**src/rtl/core/ugns_pkg.sv**
```systemverilog
package ugns_pkg;

	// Field widths
	localparam int ID_W      = 6;
	localparam int POS_W     = 20;
	localparam int RAD_W     = 19;
	localparam int SIZE_W    = 19;
	localparam int CNT_W     = 5;
	localparam int NIDX_W    = 7;
	localparam int CFG_IDX_W = 3;
	localparam int CFG_W     = 19;

	// Default sizing
	localparam int DEF_MAX_AGENTS     = 64;
	localparam int DEF_MAX_COLS       = 16;
	localparam int DEF_MAX_ROWS       = 16;
	localparam int DEF_SLOTS_PER_CELL = 8;

	// At most this many neighbors per query, so the final result stays in range
	localparam int MAX_NEIGHBORS = 63;

	// Register reset values
	localparam logic [CNT_W-1:0]  RST_COLUMN_COUNT = CNT_W'(16);
	localparam logic [CNT_W-1:0]  RST_ROW_COUNT    = CNT_W'(16);
	localparam logic [SIZE_W-1:0] RST_SPACE_WIDTH  = SIZE_W'(16384);
	localparam logic [SIZE_W-1:0] RST_SPACE_HEIGHT = SIZE_W'(16384);
	localparam logic [SIZE_W-1:0] RST_CELL_WIDTH   = SIZE_W'(1024);
	localparam logic [SIZE_W-1:0] RST_CELL_HEIGHT  = SIZE_W'(1024);

	typedef enum logic [1:0] {
		OP_ADD   = 2'd0,
		OP_MOVE  = 2'd1,
		OP_QUERY = 2'd2,
		OP_CLEAR = 2'd3
	} op_t;

	typedef enum logic [CFG_IDX_W-1:0] {
		REG_COLUMN_COUNT = 3'd0,
		REG_ROW_COUNT    = 3'd1,
		REG_SPACE_WIDTH  = 3'd2,
		REG_SPACE_HEIGHT = 3'd3,
		REG_CELL_WIDTH   = 3'd4,
		REG_CELL_HEIGHT  = 3'd5
	} reg_idx_t;

	// Index width for a store of n entries, never below one bit
	function automatic int idx_w(input int n);
		return (n > 1) ? $clog2(n) : 1;
	endfunction

endpackage

```
**src/rtl/core/ugns_square.sv**
```systemverilog
module ugns_square #(
	parameter int W = ugns_pkg::POS_W + 1
) (
	input  logic                clk,
	input  logic signed [W-1:0] a,
	output logic [2*W-1:0]      sq
);
	logic [W-1:0]   mag;
	logic [2*W-1:0] sq_q;

	assign mag = a[W-1] ? W'(-a) : W'(a);

	always_ff @(posedge clk) begin
		sq_q <= mag * mag;
	end

	assign sq = sq_q;

endmodule

```
**config.mk**
```make
export PLATFORM = sky130hd
export DESIGN_NAME = ugns_square
export DESIGN_NICKNAME = d
export VERILOG_FILES = /design/src/rtl/core/ugns_pkg.sv /design/src/rtl/core/ugns_square.sv
export SDC_FILE = /design/constraint.sdc
export NUM_CORES = 1
export LEC_CHECK = 0
export ABC_CLOCK_PERIOD_IN_PS = 13000
export BUFFER_PORTS_ARGS = -buffer_cell sky130_fd_sc_hd__buf_4
export CAP_MARGIN = 15
export CORE_ASPECT_RATIO = 1.2
export CORE_MARGIN = 3
export CORE_UTILIZATION = 60
export DETAILED_ROUTE_END_ITERATION = 8
export PLACE_DENSITY_LB_ADDON = 0.25
export RECOVER_POWER = 50
export SLEW_MARGIN = 20
export SYNTH_ARGS = -nofsm -noshare
export SYNTH_HDL_FRONTEND = slang
export SYNTH_SLANG_ARGS = --single-unit
```
**constraint.sdc**
```tcl
create_clock -name clk -period 13 [get_ports clk]
set_input_delay 3.25 -clock clk [delete_from_list [all_inputs] [get_ports clk]]
set_output_delay 3.25 -clock clk [all_outputs]
set_load 0.1 [all_outputs]
```
==> metrics.md <==
| Metric | Value |
|---|---|
| Outcome | `complete, no violations` |
| RSZ-0062 raised after global routing | `false` |
| I/O Pins | `64` |
| Post-Layout Cell Count | `between 1500 and 2000` |
| WL met1 | `10900 um` |
| Critical Path RT | `13.22 ns` |
| Max-slew violation count | `0` |
| Residual overflow from global routing | `0` |
| Register Area | `821 sq um` |
| Max-slew headroom | `22.1%` |
| Final hold viol count | `0` |
| #FFs+latches synth | `41` |
| Post-synthesis mux area share | `less than 1%` |
| Placed Instances | `1829` |
| Max FFs per register | `41` |
| Fill cells | `1827` |
| HPWL after DPL | `28100 um` |
| DIE HEIGHT | `171 um` |
| Fmax | `85.3 MHz` |
| Initial core utilization | `approximately 60%` |
| Largest family of logic cells by synthesized area | `adder cells` |
| Crit path max-delay family | `adder cells` |
| Syn Std Cell Area | `between 0.01 and 0.015 sq mm` |
| Reg clk slew, reported paths | `0.06 ns` |
| Setup violators final | `0` |
| Critical path class | `in -> reg` |
| Via density | `5.49` |
| Vias in the first global route | `roughly 11000` |
| Critical Path Start | `a[0]` |
| Gpl congestion | `0.963` |
| Num CTS Buffers | `5` |
| Main area contributors after synthesis | `fa_1, ha_1, inv_1` |
| Synth top area share | `between 40 and 50%` |
| DRT Pass-1 Iters | `5` |
| Multi-input gate area | `0.0111 sq mm` |
| Hold Path Depth | `1` |
| Most frequent cells in the layout | `inv_1, fa_1, ha_1, nand2_1, nor2_1` |
| DR WL/cell | `17.7 um` |
| Core ar. | `~0.022 sq mm` |
| Commonest non-fill, non-tap cell in the layout | `inv_1` |
| CTS Sinks | `41` |
| Crit. End Element | `register` |
| Startpoint type of the worst setup path | `input port` |
| Routed wl met2 | `17500 um` |
| FFs w/ async S/R, synth | `0%` |
| Post-route ant nets | `0` |
| Xor-xnor portion of the synthesized cell area | `about 4.2%` |
| Area Overhead vs Synth | `6.74%` |
| H-tree levels | `2` |
| Final wirelength | `about 33000 um` |
| Number of port buffers | `62` |
| TritonCTS clock tree | `yes` |
| Fin nets | `2046` |
| Maximum clock insertion buffer count | `2` |
| First-pass GRT wire length | `52800 um` |
| Diodes inserted | `0` |
| DR top layer | `met4` |
| Synth area leader | `fa_1` |
| FP Rows | `59` |
| Crit path max fanout | `17` |
| Cells after synthesis | `1488` |
| Post-Synth Adder-Cell Area | `59.9%` |
| Simple-Gate Fraction of Synth Area | `between 9 and 10%` |
| # DRC | `0` |
| Post-synth EDFFs | `0` |
| HP Class | `in -> reg` |
| Post-CTS Setup Inserts | `0` |
| Final worst slack | `around 1.3 ns` |
| Synth Flop Type | `dfxtp_1` |
| Buf/Inv on CP | `8` |
| Average size of a mapped cell | `9.10 sq um` |
| Final setup TNS | `0 ns` |
| Cell variety after synth | `62` |
| Detail Route met3 WL | `1860 um` |
| Fin crit period | `11.73 ns` |
| Max-Cap Viols | `0` |
| # resized after CTS | `0` |
| Critical path depth in cells | `29` |
| Antenna violations before repair | `0` |
| Post-Place Setup Slack | `1.14 ns` |
| Worst path slowest cell | `fa_1` |
| Root buf cell | `clkbuf_16` |
| Via count | `between 10000 and 15000` |
| Die footprint | `0.0244 sq mm` |
| Worst-Margin Slew | `1.17 ns` |
| Pin count of the biggest net entering global routing | `23` |
| Sequential share of the synthesized area | `6.06%` |
| Post-synthesis compound-gate area fraction | `6.96%` |
| Share of cells above drive strength 1 | `4.29%` |
| WP data arrival | `11.95 ns` |
| Period utilisation layout | `90.2%` |
| Hold WS | `~3.2 ns` |
| YS warnings | `0` |
| CP most frequent cell | `fa_1` |
| Die width | `143 um` |
| Worst stage delay on the critical path | `about 0.57 ns` |
| 1st-iter DRT viols | `481` |
| Crit path capture | `sq[39]` |
| CTS Hold Bufs | `0` |
| Tot GR Track Use | `27.9%` |
## worst min-delay path by stage
stage	from	to	slack [ns]
global placement	a[0]	sq[0]	3.53
finish	a[0]	sq[0]	3.24
global route	a[0]	sq[0]	3.23
detailed placement	a[0]	sq[0]	3.53
floorplan	a[0]	sq[0]	3.28
CTS	a[0]	sq[0]	3.22
## cell families (layout without fill, tap and decap cells)
logic type / count (synthesis) / after routing
other: 2 / 17
multiplexers: 2 / 2
AND/OR/NAND/NOR: 319 / 319
AO/OA/AOI/OAI: 140 / 140
adder cells (fa/ha/maj): 462 / 462
buffers and inverters: 458 / 518
flip-flops: 41 / 41
XOR/XNOR: 64 / 64
## per-layer routing
| layer | GRT usage, % | vias up |
|---|---|---|
| li1 | - | 4572 |
| met1 | 30.8 | 5016 |
| met2 | 51.1 | 379 |
| met3 | 4.08 | 111 |
| met4 | 15.3 | 0 |
| met5 | 0 | - |
## synthesized netlist by cell type, types with 3 or more instances
master      n
o211ai_1    4
clkbuf_1   30
or4_1       3
nand3_1     9
ha_1      151
nor2_1    118
and3_1      6
fa_1      311
o31ai_1     5
o21bai_1    7
o21ai_0    28
nand4_1     7
a21oi_1    38
a21o_1     14
a211o_1     3
nand2b_1    3
or2_2       3
xnor2_1    37
nand2_1   144
inv_1     421
a211oi_1    6
dfxtp_1    41
clkinv_1    4
xor2_1     26
o21a_1      7
nor2b_1     4
nor3_1     14
## cell type report
class | count | share of cell area (%)
Multi-Input combinational cell | 1004 | 76.5
Inverter | 425 | 11.0
Sequential cell | 41 | 5.68
Timing Repair Buffer | 85 | 3.40
Tap cell | 274 | 2.37
Clock buffer | 5 | 0.866
Clock inverter | 3 | 0.121
## stage by stage
step                      cell area [sq um]  util, %
after floorplan                       13600        -
after global placement                14500     65.9
after detailed placement              14500     65.9
after CTS                             14600     66.6
after global routing                  14500     65.9
final                                 14500     65.9
Power is not shown: default switching activity piles up to over one toggle a cycle in this logic, so the estimate is an artifact.
