<file path="src/rtl/core/ugns_pkg.sv">
package ugns_pkg;

	// Field widths
	localparam int ID_W      = 6;
	localparam int POS_W     = 20;
	localparam int RAD_W     = 19;
	localparam int SIZE_W    = 19;
	localparam int CNT_W     = 5;
	localparam int NIDX_W    = 7;
	localparam int CFG_IDX_W = 3;
	localparam int CFG_W     = 19;

	// Default sizing
	localparam int DEF_MAX_AGENTS     = 64;
	localparam int DEF_MAX_COLS       = 16;
	localparam int DEF_MAX_ROWS       = 16;
	localparam int DEF_SLOTS_PER_CELL = 8;

	// At most this many neighbors per query, so the final result stays in range
	localparam int MAX_NEIGHBORS = 63;

	// Register reset values
	localparam logic [CNT_W-1:0]  RST_COLUMN_COUNT = CNT_W'(16);
	localparam logic [CNT_W-1:0]  RST_ROW_COUNT    = CNT_W'(16);
	localparam logic [SIZE_W-1:0] RST_SPACE_WIDTH  = SIZE_W'(16384);
	localparam logic [SIZE_W-1:0] RST_SPACE_HEIGHT = SIZE_W'(16384);
	localparam logic [SIZE_W-1:0] RST_CELL_WIDTH   = SIZE_W'(1024);
	localparam logic [SIZE_W-1:0] RST_CELL_HEIGHT  = SIZE_W'(1024);

	typedef enum logic [1:0] {
		OP_ADD   = 2'd0,
		OP_MOVE  = 2'd1,
		OP_QUERY = 2'd2,
		OP_CLEAR = 2'd3
	} op_t;

	typedef enum logic [CFG_IDX_W-1:0] {
		REG_COLUMN_COUNT = 3'd0,
		REG_ROW_COUNT    = 3'd1,
		REG_SPACE_WIDTH  = 3'd2,
		REG_SPACE_HEIGHT = 3'd3,
		REG_CELL_WIDTH   = 3'd4,
		REG_CELL_HEIGHT  = 3'd5
	} reg_idx_t;

	// Index width for a store of n entries, never below one bit
	function automatic int idx_w(input int n);
		return (n > 1) ? $clog2(n) : 1;
	endfunction

endpackage

</file>
<file path="src/rtl/core/ugns_axis_div.sv">
module ugns_axis_div #(
	parameter int MAX_DIM = ugns_pkg::DEF_MAX_COLS
) (
	input  logic                                   clk,
	input  logic                                   arst_n,
	input  logic                                   start,
	input  logic signed [ugns_pkg::POS_W:0]        pos,
	input  logic [ugns_pkg::SIZE_W-1:0]            span,
	input  logic [ugns_pkg::SIZE_W-1:0]            size,
	input  logic [ugns_pkg::idx_w(MAX_DIM)-1:0]    lim,
	output logic                                   done,
	output logic [ugns_pkg::idx_w(MAX_DIM)-1:0]    cell_idx
);
	import ugns_pkg::*;

	localparam int DIM_W = idx_w(MAX_DIM);
	localparam int QW    = $clog2(MAX_DIM + 1);
	localparam int NW    = POS_W + 3;
	localparam int RW    = NW + QW;
	localparam int KW    = $clog2(QW + 1);

	logic signed [NW-1:0] num;
	logic [SIZE_W:0]      d2;
	logic [RW-1:0]        num_u;
	logic [RW-1:0]        dtop;
	logic                 run_q;
	logic                 done_q;
	logic [KW-1:0]        k_q;
	logic [RW-1:0]        rem_q;
	logic [RW-1:0]        dsh_q;
	logic [QW-1:0]        q_q;
	logic [DIM_W-1:0]     lim_q;
	logic [DIM_W-1:0]     cell_q;
	logic                 ge;
	logic [QW-1:0]        qn;
	logic                 done_set;

	// numerator 2p + span, divisor 2 * cell size
	assign num   = ($signed({{2{pos[POS_W]}}, pos}) <<< 1)
	             + $signed({{(NW - SIZE_W){1'b0}}, span});
	assign d2    = {((size == '0) ? SIZE_W'(1) : size), 1'b0};
	assign num_u = RW'(unsigned'(num));
	assign dtop  = RW'(d2) << QW;
	assign ge    = rem_q >= dsh_q;
	assign qn    = QW'({q_q, ge});

	// finish at once when the coordinate clamps, else after the last quotient bit
	assign done_set = start ? ((num < 0) || (num_u >= dtop)) : (run_q && (k_q == '0));

	always_ff @(posedge clk or negedge arst_n) begin
		if (!arst_n) begin
			run_q  <= 1'b0;
			done_q <= 1'b0;
			k_q    <= '0;
			rem_q  <= '0;
			dsh_q  <= '0;
			q_q    <= '0;
			lim_q  <= '0;
			cell_q <= '0;
		end else begin
			done_q <= done_set;
			if (start) begin
				lim_q <= lim;
				if (num < 0) begin
					cell_q <= '0;
				end else if (num_u >= dtop) begin
					cell_q <= lim;
				end else begin
					rem_q <= num_u;
					dsh_q <= RW'(d2) << (QW - 1);
					q_q   <= '0;
					k_q   <= KW'(QW - 1);
					run_q <= 1'b1;
				end
			end else if (run_q) begin
				// one quotient bit a cycle, most significant first
				if (ge) begin
					rem_q <= rem_q - dsh_q;
				end
				dsh_q <= dsh_q >> 1;
				q_q   <= qn;
				k_q   <= k_q - KW'(1);
				if (k_q == '0) begin
					run_q  <= 1'b0;
					cell_q <= (qn > QW'(lim_q)) ? lim_q : DIM_W'(qn);
				end
			end
		end
	end

	assign done     = done_q;
	assign cell_idx = cell_q;

endmodule

</file>
<file path="config.mk">
export PLATFORM = sky130hd
export DESIGN_NAME = ugns_axis_div
export DESIGN_NICKNAME = d
export VERILOG_FILES = /design/src/rtl/core/ugns_pkg.sv /design/src/rtl/core/ugns_axis_div.sv
export SDC_FILE = /design/constraint.sdc
export NUM_CORES = 1
export LEC_CHECK = 0
export BUFFER_PORTS_ARGS = -buffer_cell sky130_fd_sc_hd__buf_2
export CORE_UTILIZATION = 54
export DETAILED_ROUTE_END_ITERATION = 10
export PLACE_DENSITY = 0.75
export REMOVE_ABC_BUFFERS = 1
export SYNTH_ARGS = -nofsm -noshare
export SYNTH_HDL_FRONTEND = slang
export SYNTH_SLANG_ARGS = --single-unit
</file>
<file path="constraint.sdc">
create_clock -name clk -period 5 [get_ports clk]
set_clock_uncertainty 0.1 [all_clocks]
set_input_delay 0.25 -clock clk [delete_from_list [all_inputs] [get_ports clk]]
set_output_delay 0.25 -clock clk [all_outputs]
set_load 0.05 [all_outputs]
</file>
==> metrics, run 1 <==
DR vias/cell=6.131; critical path startpoint category=input pin; crit-path max FO=18; # Max-Cap Violations=0; CP peak stage delay=0.42 ns; Leak=0.003361 uW; fin cells=928; FP Rows=38; Post-synth top flop=dfrtp_1; post-synthesis register bit count=69; largest net degree at the start of global routing=70; total track usage=0.2899; Post-synth EDFFs=0; Final Hold Fails=0; FILL cells=956; top post-synthesis cells by area=dfrtp_1, ha_1, a21oi_1, mux2i_1, inv_1; Peak Freq=212.4 MHz; Top delay family on crit path=compound AO/OA/AOI/OAI gates; Clk pin slew, worst setup/hold paths=0.05 ns; I/O pin total=71; fin. max-slew vios=0; total via count in the routed design=5690; Core Area=10980 sq um; initial antenna violation count=0; top post-synthesis cells by count=dfrtp_1, a21oi_1, ha_1, inv_1, nand2_1; Warnings, synthesis=0; Yosys top cell by area=dfrtp_1; Reg2Reg Launch Point=rem_q[2]$_DFFE_PN0P_; Final WS setup=0.2908 ns; Final Setup Violations=0; placed cell count=912; Area growth, synth to finish=13.60%; Setup WS pre-CTS=-0.1925 ns; Post-DP HPWL=12.31 mm; post-synthesis area per instance=8.597 sq um; die area=11810 sq um; DIE HEIGHT=108.7 um; Final TNS setup=0 ns; total CTS buffers=9; H-tree lvl count=3; CTS resizes=0; Yosys cell types=65; period utilisation layout=0.9418; PwrDens=584.3 nW/um^2; most frequent cell after synthesis=dfrtp_1; Post-Route WL=16.01 mm; outcome=completed; area share of the largest cell type after synthesis=0.2809; Diodes inserted=0; Nets=916; worst path bufs/invs=2; slowest stage cell, crit path=fa_1; layout cells sized above 1=0.1739; first-pass GRT wire length=26.51 mm; FFs w/ async S/R, synth=1.000; Die Wd=108.7 um; Least-Margin Pin Slew=0.9821 ns; Longest Clk Path Bufs=2; detailed-route DRC error count=0; Worst Path Arrival=4.83 ns; register area share after synthesis=0.2809; worst vdd ir=0.0003980 V; crit path cell chain=buf_2, ha_1, fa_1, a211o_1, a21boi_0, nor4_1, o21ai_1, a311oi_1, xor2_1, ha_1, nand4_1, nor4_2, nand4_1, o21a_1, o211ai_1, a21oi_2, or2_1, buf_4, mux2_4; post-DR wirelength/cell=17.25 um; worst min path class=in2async; Synth Cell Area=6147 sq um; # hold bufs at CTS=0; root buf cell=clkbuf_16; crit path time final=4.709 ns; crit path from=pos[0]; setup bufs post-CTS=0; drt pass-1 iters=5; CP Capture Type=register; starting density of the core=0.5597; TritonCTS clock tree=built; Port Buffers=70; gpl congestion=0.9579; Worst-Skew Late Latency=0.34 ns; DRT antenna net count=0; crit path kind=in2reg; Sink Count=69; GR Overflow Total=0; DRT iter0 DRCs=351; Syn Inst Count=715; Crit path required time=5.12 ns; vias in the first global route=5535; relative slew slack=0.3423
[stage by stage]
stage	hold WS, ns	total power (uW)	util	cell area (sq um)
2_1_floorplan	-0.1456	2788	-	6003
3_3_place_gp	0.3652	3238	0.6053	6648
3_5_place_dp	0.3723	3334	0.6053	6648
4_1_cts	0.04396	4070	0.6350	6974
5_1_grt	0.05919	4422	0.6358	6983
6_report	0.02188	4080	0.6358	6983
[cells by family after synthesis]
| group | Yosys count | synth area share |
|---|---|---|
| xor+xnor | 35 | 0.04987 |
| flops | 69 | 0.2809 |
| fa+ha+maj | 67 | 0.1388 |
| simple gates | 199 | 0.1614 |
| compound gates | 211 | 0.2215 |
| mux | 49 | 0.08936 |
| buf+inv | 85 | 0.05821 |
[flip-flops by register name, indices dropped and copies added, names as in the netlist]
| name | count |
|---|---|
| rem_q | 28 |
| run_q | 1 |
| q_q | 4 |
| k_q | 3 |
| lim_q | 4 |
| dsh_q | 24 |
| cell_idx | 4 |
| done | 1 |
[routing by layer]
metal / share of wire / global-route usage
met5: 0 / 0
met4: 0.028 / 0.1139
met3: 0.059 / 0.04423
met2: 0.47 / 0.4837
met1: 0.44 / 0.3763
[cells in the final DEF, fill, tap and decap left out, types with 15 or more instances in the layout]
master   instances
nor3_1          34
xor2_1          18
ha_1            65
inv_1           57
xnor2_1         17
a21oi_1         64
buf_4           15
dfrtp_1         69
nand2_1         52
mux2i_1         29
a21o_1          16
nor2_1          37
buf_2           70
o21ai_0         35
[worst paths after layout]
| kind | endpoint | cells past startpoint | slack, ns |
|---|---|---|---|
| min in group clk | lim_q[0]$_DFFE_PN0P_ | 3 | 0.05 |
| max in group asynchronous | rem_q[15]$_DFFE_PN0P_ | 2 | 4.18 |
| hold / removal | dsh_q[6]$_DFFE_PN0P_ | 2 | 0.02 |
| hold reg to reg | k_q[0]$_DFFE_PN0P_ | 1 | 0.38 |
| setup reg to reg | cell_idx[2]$_DFFE_PN0P_ | 16 | 0.73 |
| setup / recovery | rem_q[8]$_DFFE_PN0P_ | 19 | 0.29 |
[where the power goes]
group	switching [uW]	internal (uW)	total, uW
combinational	1360	1080	2430
clock	240	462	702
sequential	157	787	944
total	1750	2330	4080
[cell type report]
class | instances | area [sq um] | share of cell area
clock inverters | 4 | 70.07 | 0.01003
repair buffers | 85 | 462.9 | 0.06630
clock buffers | 12 | 256.5 | 0.03673
multi-input cells | 561 | 4078 | 0.5839
well taps | 140 | 175.2 | 0.02509
flip-flops and latches | 69 | 1727 | 0.2473
inverters | 57 | 214.0 | 0.03064
(Power assumes the default switching activity.)
==> inputs of run 2 (changes only) <==
--- a/config.mk
+++ b/config.mk
@@ -6,8 +6,10 @@
 export NUM_CORES = 1
 export LEC_CHECK = 0
 export BUFFER_PORTS_ARGS = -buffer_cell sky130_fd_sc_hd__buf_2
+export CORE_ASPECT_RATIO = 0.5
 export CORE_UTILIZATION = 54
 export DETAILED_ROUTE_END_ITERATION = 10
+export GPL_TIMING_DRIVEN = 0
 export PLACE_DENSITY = 0.75
 export REMOVE_ABC_BUFFERS = 1
 export SYNTH_ARGS = -nofsm -noshare
==> metrics, run 2 (same netlist as run 1, synthesis figures left out) <==
Sink Count=69 (unchanged); relative slew slack=0.3628 (+0.02051); crit path cell chain=buf_2, ha_1, fa_1, a211o_1, a21boi_0, nor4_1, o21ai_1, a311oi_2, xor2_1, ha_1, nand4_1, nor4_4, nand4_1, o21a_1, o211ai_1, buf_4, a21oi_4, buf_16, or2_4, mux2_4; Tot Pwr=4070 uW (-0.27%); critical path startpoint category=input pin; largest reg by FF count=rem_q; I/O pin total=71 (unchanged); Port Buffers=70 (unchanged); Post-DP HPWL=11.71 mm (-4.8%); Top delay family on crit path=compound AO/OA/AOI/OAI gates; crit path kind=in2reg; fin. max-slew vios=0 (unchanged); layout cells sized above 1=0.1703 (-0.003563); worst min path class=in2reg; root buf cell=clkbuf_16; CP Capture Type=register; Die Wd=152.9 um (+41%); total CTS buffers=9 (unchanged); Nets=909 (-0.76%); Worst-Skew Late Latency=0.34 ns (about the same); DRT antenna net count=0 (unchanged); H-tree lvl count=3 (unchanged); max reg flops=28 (unchanged); largest net degree at the start of global routing=78 (+11%); biggest regs=rem_q (28), dsh_q (24); FP Rows=27 (-29%); DIE HEIGHT=77.45 um (-29%); detailed-route DRC error count=0 (unchanged); Peak Freq=207.4 MHz (-2.3%); crit-path max FO=28 (+10); Worst Path Arrival=4.94 ns (+0.11 ns); DRT iter0 DRCs=402 (+15%); commonest non-fill, non-tap cell in the layout=dfrtp_1; Final Hold Fails=0 (unchanged); total track usage=0.2753 (-0.01458); Area growth, synth to finish=13.94%; Final Setup Violations=0 (unchanged); slowest stage cell, crit path=fa_1; placed cell areas=6615 sq um (-0.49%); Post-Route WL=15.70 mm (-1.9%); total via count in the routed design=5614 (-1.3%); vias in the first global route=5276 (-4.7%); worst vdd ir=0.0002532 V (-36%); Crit path required time=5.12 ns (about the same); GR Overflow Total=0 (unchanged); placed cell count=905 (-0.77%); worst path bufs/invs=3 (+1); post-DR wirelength/cell=16.95 um (-1.7%); most frequent cells in the layout=dfrtp_1, buf_2, ha_1; period utilisation layout=0.9645 (+0.02266); DR vias/cell=6.063 (-1.1%); crit path time final=4.822 ns (+0.1133 ns); PwrDens=581.0 nW/um^2 (-0.57%); outcome=completed; # Max-Cap Violations=0 (unchanged); Clk pin slew, worst setup/hold paths=0.06 ns (about the same); initial antenna violation count=0 (unchanged); CP peak stage delay=0.41 ns (about the same); Leak=0.003338 uW (-0.69%); starting density of the core=0.5565 (-0.003233); unrepaired setup endpoints after global routing=no; FILL cells=961 (+0.52%); Longest Clk Path Bufs=2 (unchanged); Diodes inserted=0 (unchanged); drt pass-1 iters=5 (unchanged); die area=11840 sq um (+0.22%); TritonCTS clock tree=built; fin cells=926 (-0.22%); Final Core Density=0.6340 (-0.001747); Post-Layout Inst Area=7004 sq um (+0.30%); first-pass GRT wire length=25.96 mm (-2.1%); gpl congestion=0.9146 (-4.5%); Least-Margin Pin Slew=0.9558 ns (-0.02633 ns); Core Area=11050 sq um (+0.58%)
[run 2: cell type report]
cell class              instances  area [sq um]  area share
clock buffers                   9         225.2     0.03215
clock inverters                 7         97.59     0.01393
inverters                      57         214.0     0.03055
multi-input cells             561          4106      0.5863
flip-flops and latches         69          1727      0.2465
well taps                     145         181.4     0.02590
repair buffers                 78         452.9     0.06467
[run 2: through the flow]
stage	hold slack, ns	setup WS (ns)	TNS, ns
floorplan	-0.1456	-0.8011	-17.41
global placement	0.3618	-2.980	-140.65
detailed placement	0.3277	-1.353	-45.97
CTS	0.02836	0.1050	0
global route	0.03151	0.01443	0
finish	0.03510	0.1775	0
[run 2: report_power, final]
part,internal [uW],leakage (uW),switching [uW]
Sequential,786,0.000813,156
Clock,438,0.000152,256
Combinational,1080,0.00237,1360
[run 2: repair_timing]
item,4_1_cts,5_1_grt
setup buffers,2,2
hold buffers,1,0
resized for setup,5,2
pin swaps,1,1
hold endpoints to repair,69,0
setup endpoints to repair,45,28
[run 2: worst paths after layout]
kind | from | end | slack [ns] | cells after the start
min | lim[2] | lim_q[2]$_DFFE_PN0P_ | 0.04 | 3
max in group asynchronous | arst_n | rem_q[13]$_DFFE_PN0P_ | 3.72 | 2
max reg2reg | rem_q[2]$_DFFE_PN0P_ | cell_idx[1]$_DFFE_PN0P_ | 0.66 | 16
min reg2reg | k_q[0]$_DFFE_PN0P_ | k_q[0]$_DFFE_PN0P_ | 0.38 | 1
min in group asynchronous | arst_n | cell_idx[0]$_DFFE_PN0P_ | 0.46 | 2
max | pos[0] | rem_q[8]$_DFFE_PN0P_ | 0.18 | 20
[run 2: worst min-delay path, cell delays in order]
cell	delay (ns)
buf_2	0.07
nand2_1	0.05
o21ai_0	0.06
[run 2: routing by layer]
metal | routed length (um) | part of all wire | track usage | up-vias
li1 | - | - | - | 2722
met4 | 226 | 0.014 | 0.08182 | 2
met5 | 71 | 0.0045 | 0.04762 | -
met2 | 6808 | 0.43 | 0.4275 | 165
met3 | 950 | 0.061 | 0.05754 | 20
met1 | 7640 | 0.49 | 0.3816 | 2705
==> inputs of run 3 (changes only) <==
--- a/config.mk
+++ b/config.mk
@@ -5,12 +5,12 @@
 export SDC_FILE = /design/constraint.sdc
 export NUM_CORES = 1
 export LEC_CHECK = 0
-export BUFFER_PORTS_ARGS = -buffer_cell sky130_fd_sc_hd__buf_2
 export CORE_ASPECT_RATIO = 0.5
 export CORE_UTILIZATION = 54
 export DETAILED_ROUTE_END_ITERATION = 10
+export DONT_BUFFER_PORTS = 1
 export GPL_TIMING_DRIVEN = 0
-export PLACE_DENSITY = 0.75
+export PLACE_DENSITY = 0.69
 export REMOVE_ABC_BUFFERS = 1
 export SYNTH_ARGS = -nofsm -noshare
 export SYNTH_HDL_FRONTEND = slang
==> constraint.sdc (replaced) <==
create_clock -name clk -period 5.2 [get_ports clk]
set_clock_uncertainty 0.1 [all_clocks]
set_input_delay 0.26 -clock clk [delete_from_list [all_inputs] [get_ports clk]]
set_output_delay 0.26 -clock clk [all_outputs]
set_load 0.05 [all_outputs]
==> metrics, run 3 (same netlist as run 1, synthesis figures left out) <==
first-pass GRT wire length=25.52 mm (-1.7%); PwrDens=562.6 nW/um^2 (-3.2%); # Max-Cap Violations=0 (unchanged); I/O pin total=71 (unchanged); crit path cell chain=ha_1, fa_1, a211o_1, a21boi_0, nor4_1, o21ai_0, a311oi_1, xor2_1, ha_1, nand4_1, nor4_2, nand4_1, o21a_1, o211ai_1, buf_4, a21oi_4, buf_16, nor2_1, mux2_2; Die Wd=152.9 um (unchanged); Core Area=11050 sq um (unchanged); TritonCTS clock tree=built; FP Rows=27 (unchanged); commonest non-fill, non-tap cell in the layout=dfrtp_1; WHS=0.01154 ns (-0.02356 ns); total track usage=0.2724 (-0.002852); Post-Route WL=15.42 mm (-1.8%); drt pass-1 iters=5 (unchanged); Least-Margin Pin Slew=0.9138 ns (-0.04196 ns); total via count in the routed design=5315 (-5.3%); largest reg by FF count=rem_q; Diodes inserted=0 (unchanged); CP Capture Type=register; GR Overflow Total=0 (unchanged); Final WS setup=0.2913 ns (+0.1138 ns); Nets=844 (-7.2%); worst vdd ir=0.0002212 V (-13%); biggest regs=rem_q (28), dsh_q (24); unrepaired setup endpoints after global routing=no; vias in the first global route=5021 (-4.8%); Peak Freq=203.7 MHz; Clk pin slew, worst setup/hold paths=0.06 ns (about the same); detailed-route DRC error count=0 (unchanged); GR peak layer=met2; GR met2 Demand/Resource=0.4000 (-0.02752); slowest stage cell, crit path=fa_1; outcome=completed; Worst-Skew Late Latency=0.34 ns (about the same); starting density of the core=0.5565 (unchanged); relative slew slack=0.3908 (+0.02797); crit path kind=in2reg; most frequent cells in the layout=dfrtp_1, ha_1, a21oi_1; DRT iter0 DRCs=466 (+16%); Port Buffers=0 (-100%); gpl congestion=0.8601 (-6.0%); worst min path class=in2reg; DR vias/cell=6.173 (+1.8%); Longest Clk Path Bufs=2 (unchanged); Final Setup Violations=0 (unchanged); Setup WS pre-CTS=-1.033 ns (+0.3196 ns); DIE HEIGHT=77.45 um (unchanged); crit path time final=4.909 ns; Post-DP HPWL=11.30 mm (-3.5%); CP peak stage delay=0.41 ns (about the same); Area growth, synth to finish=8.284%; fin. max-slew vios=0 (unchanged); period utilisation layout=0.9440; Final Hold Fails=0 (unchanged); crit-path max FO=29 (+3.6%); FILL cells=973 (+1.2%); layout cells sized above 1=0.08520 (-0.08510); Leak=0.003066 uW (-8.1%); root buf cell=clkbuf_16; initial antenna violation count=0 (unchanged); Final TNS setup=0 ns (unchanged); largest net degree at the start of global routing=71 (-9.0%); met3 Track Usage GR=0.06648 (+0.008939); Final Core Density=0.6026 (-0.03149); post-DR wirelength/cell=17.91 um (+5.6%); Crit path required time=5.32 ns (+0.20 ns); GR Layer Usage met1=0.3922 (+0.01065); H-tree lvl count=3 (unchanged); total CTS buffers=9 (unchanged); Sink Count=69 (unchanged); Worst Path Arrival=5.03 ns (+0.09 ns); max reg flops=28 (unchanged); critical path startpoint category=input pin; die area=11840 sq um (unchanged); DRT antenna net count=0 (unchanged)
-- run 3: layer usage --
layer  share of wire  wire length, um  up-vias
met5               0                0        -
met4           0.014              210        0
met3           0.073             1128       17
met2            0.41             6338      160
met1            0.50             7740     2539
li1                -                -     2599
-- run 3: worst paths after layout --
| path | startpoint | end | slack (ns) | cells past startpoint |
|---|---|---|---|---|
| max | pos[0] | cell_idx[3]$_DFFE_PN0P_ | 0.29 | 19 |
| min | lim[0] | lim_q[0]$_DFFE_PN0P_ | 0.01 | 2 |
| max reg2reg | rem_q[2]$_DFFE_PN0P_ | cell_idx[3]$_DFFE_PN0P_ | 0.87 | 16 |
| min reg2reg | k_q[0]$_DFFE_PN0P_ | k_q[0]$_DFFE_PN0P_ | 0.38 | 1 |
| max in group asynchronous | arst_n | dsh_q[11]$_DFFE_PN0P_ | 4.34 | 2 |
| min in group asynchronous | arst_n | lim_q[3]$_DFFE_PN0P_ | 0.38 | 2 |
-- run 3: critical path, delay by kind of cell --
family	cells	cell delay, ns
AO/OA/AOI/OAI	7	1.66
buffers and inverters	2	0.35
XOR/XNOR	1	0.24
AND/OR/NAND/NOR	5	1.12
adder cells (fa/ha/maj)	3	0.98
multiplexers	1	0.39
-- run 3: repair_timing --
action / 4_1_cts / 5_1_grt
setup buffers: 2 / 1
hold endpoints to repair: 75 / 0
gates resized for setup: 2 / 1
setup endpoints to repair: 28 / 27
gates cloned: 0 / 0
hold buffers: 7 / 0
pin swaps: 1 / 0
-- run 3: area by class of cell --
| class | count | area, sq um | area share |
|---|---|---|---|
| repair buffers | 13 | 167.7 | 0.02519 |
| clock inverters | 6 | 38.79 | 0.005827 |
| flip-flops and latches | 69 | 1727 | 0.2594 |
| clock buffers | 10 | 239.0 | 0.03590 |
| multi-input cells | 561 | 4089 | 0.6143 |
| well taps | 145 | 181.4 | 0.02726 |
| inverters | 57 | 214.0 | 0.03214 |
-- run 3: report_power, final --
part / internal [uW] / switching [uW]
Sequential: 755 / 212
Clock: 334 / 244
Combinational: 1010 / 1190
Total: 2100 / 1650
-- run 3: per-stage QoR --
step	power (uW)	std cells	cell area (sq um)
2_1_floorplan	2681	687	6003
3_3_place_gp	3044	832	6185
3_5_place_dp	3106	835	6260
4_1_cts	3737	860	6646
5_1_grt	4063	861	6656
6_report	3745	861	6656
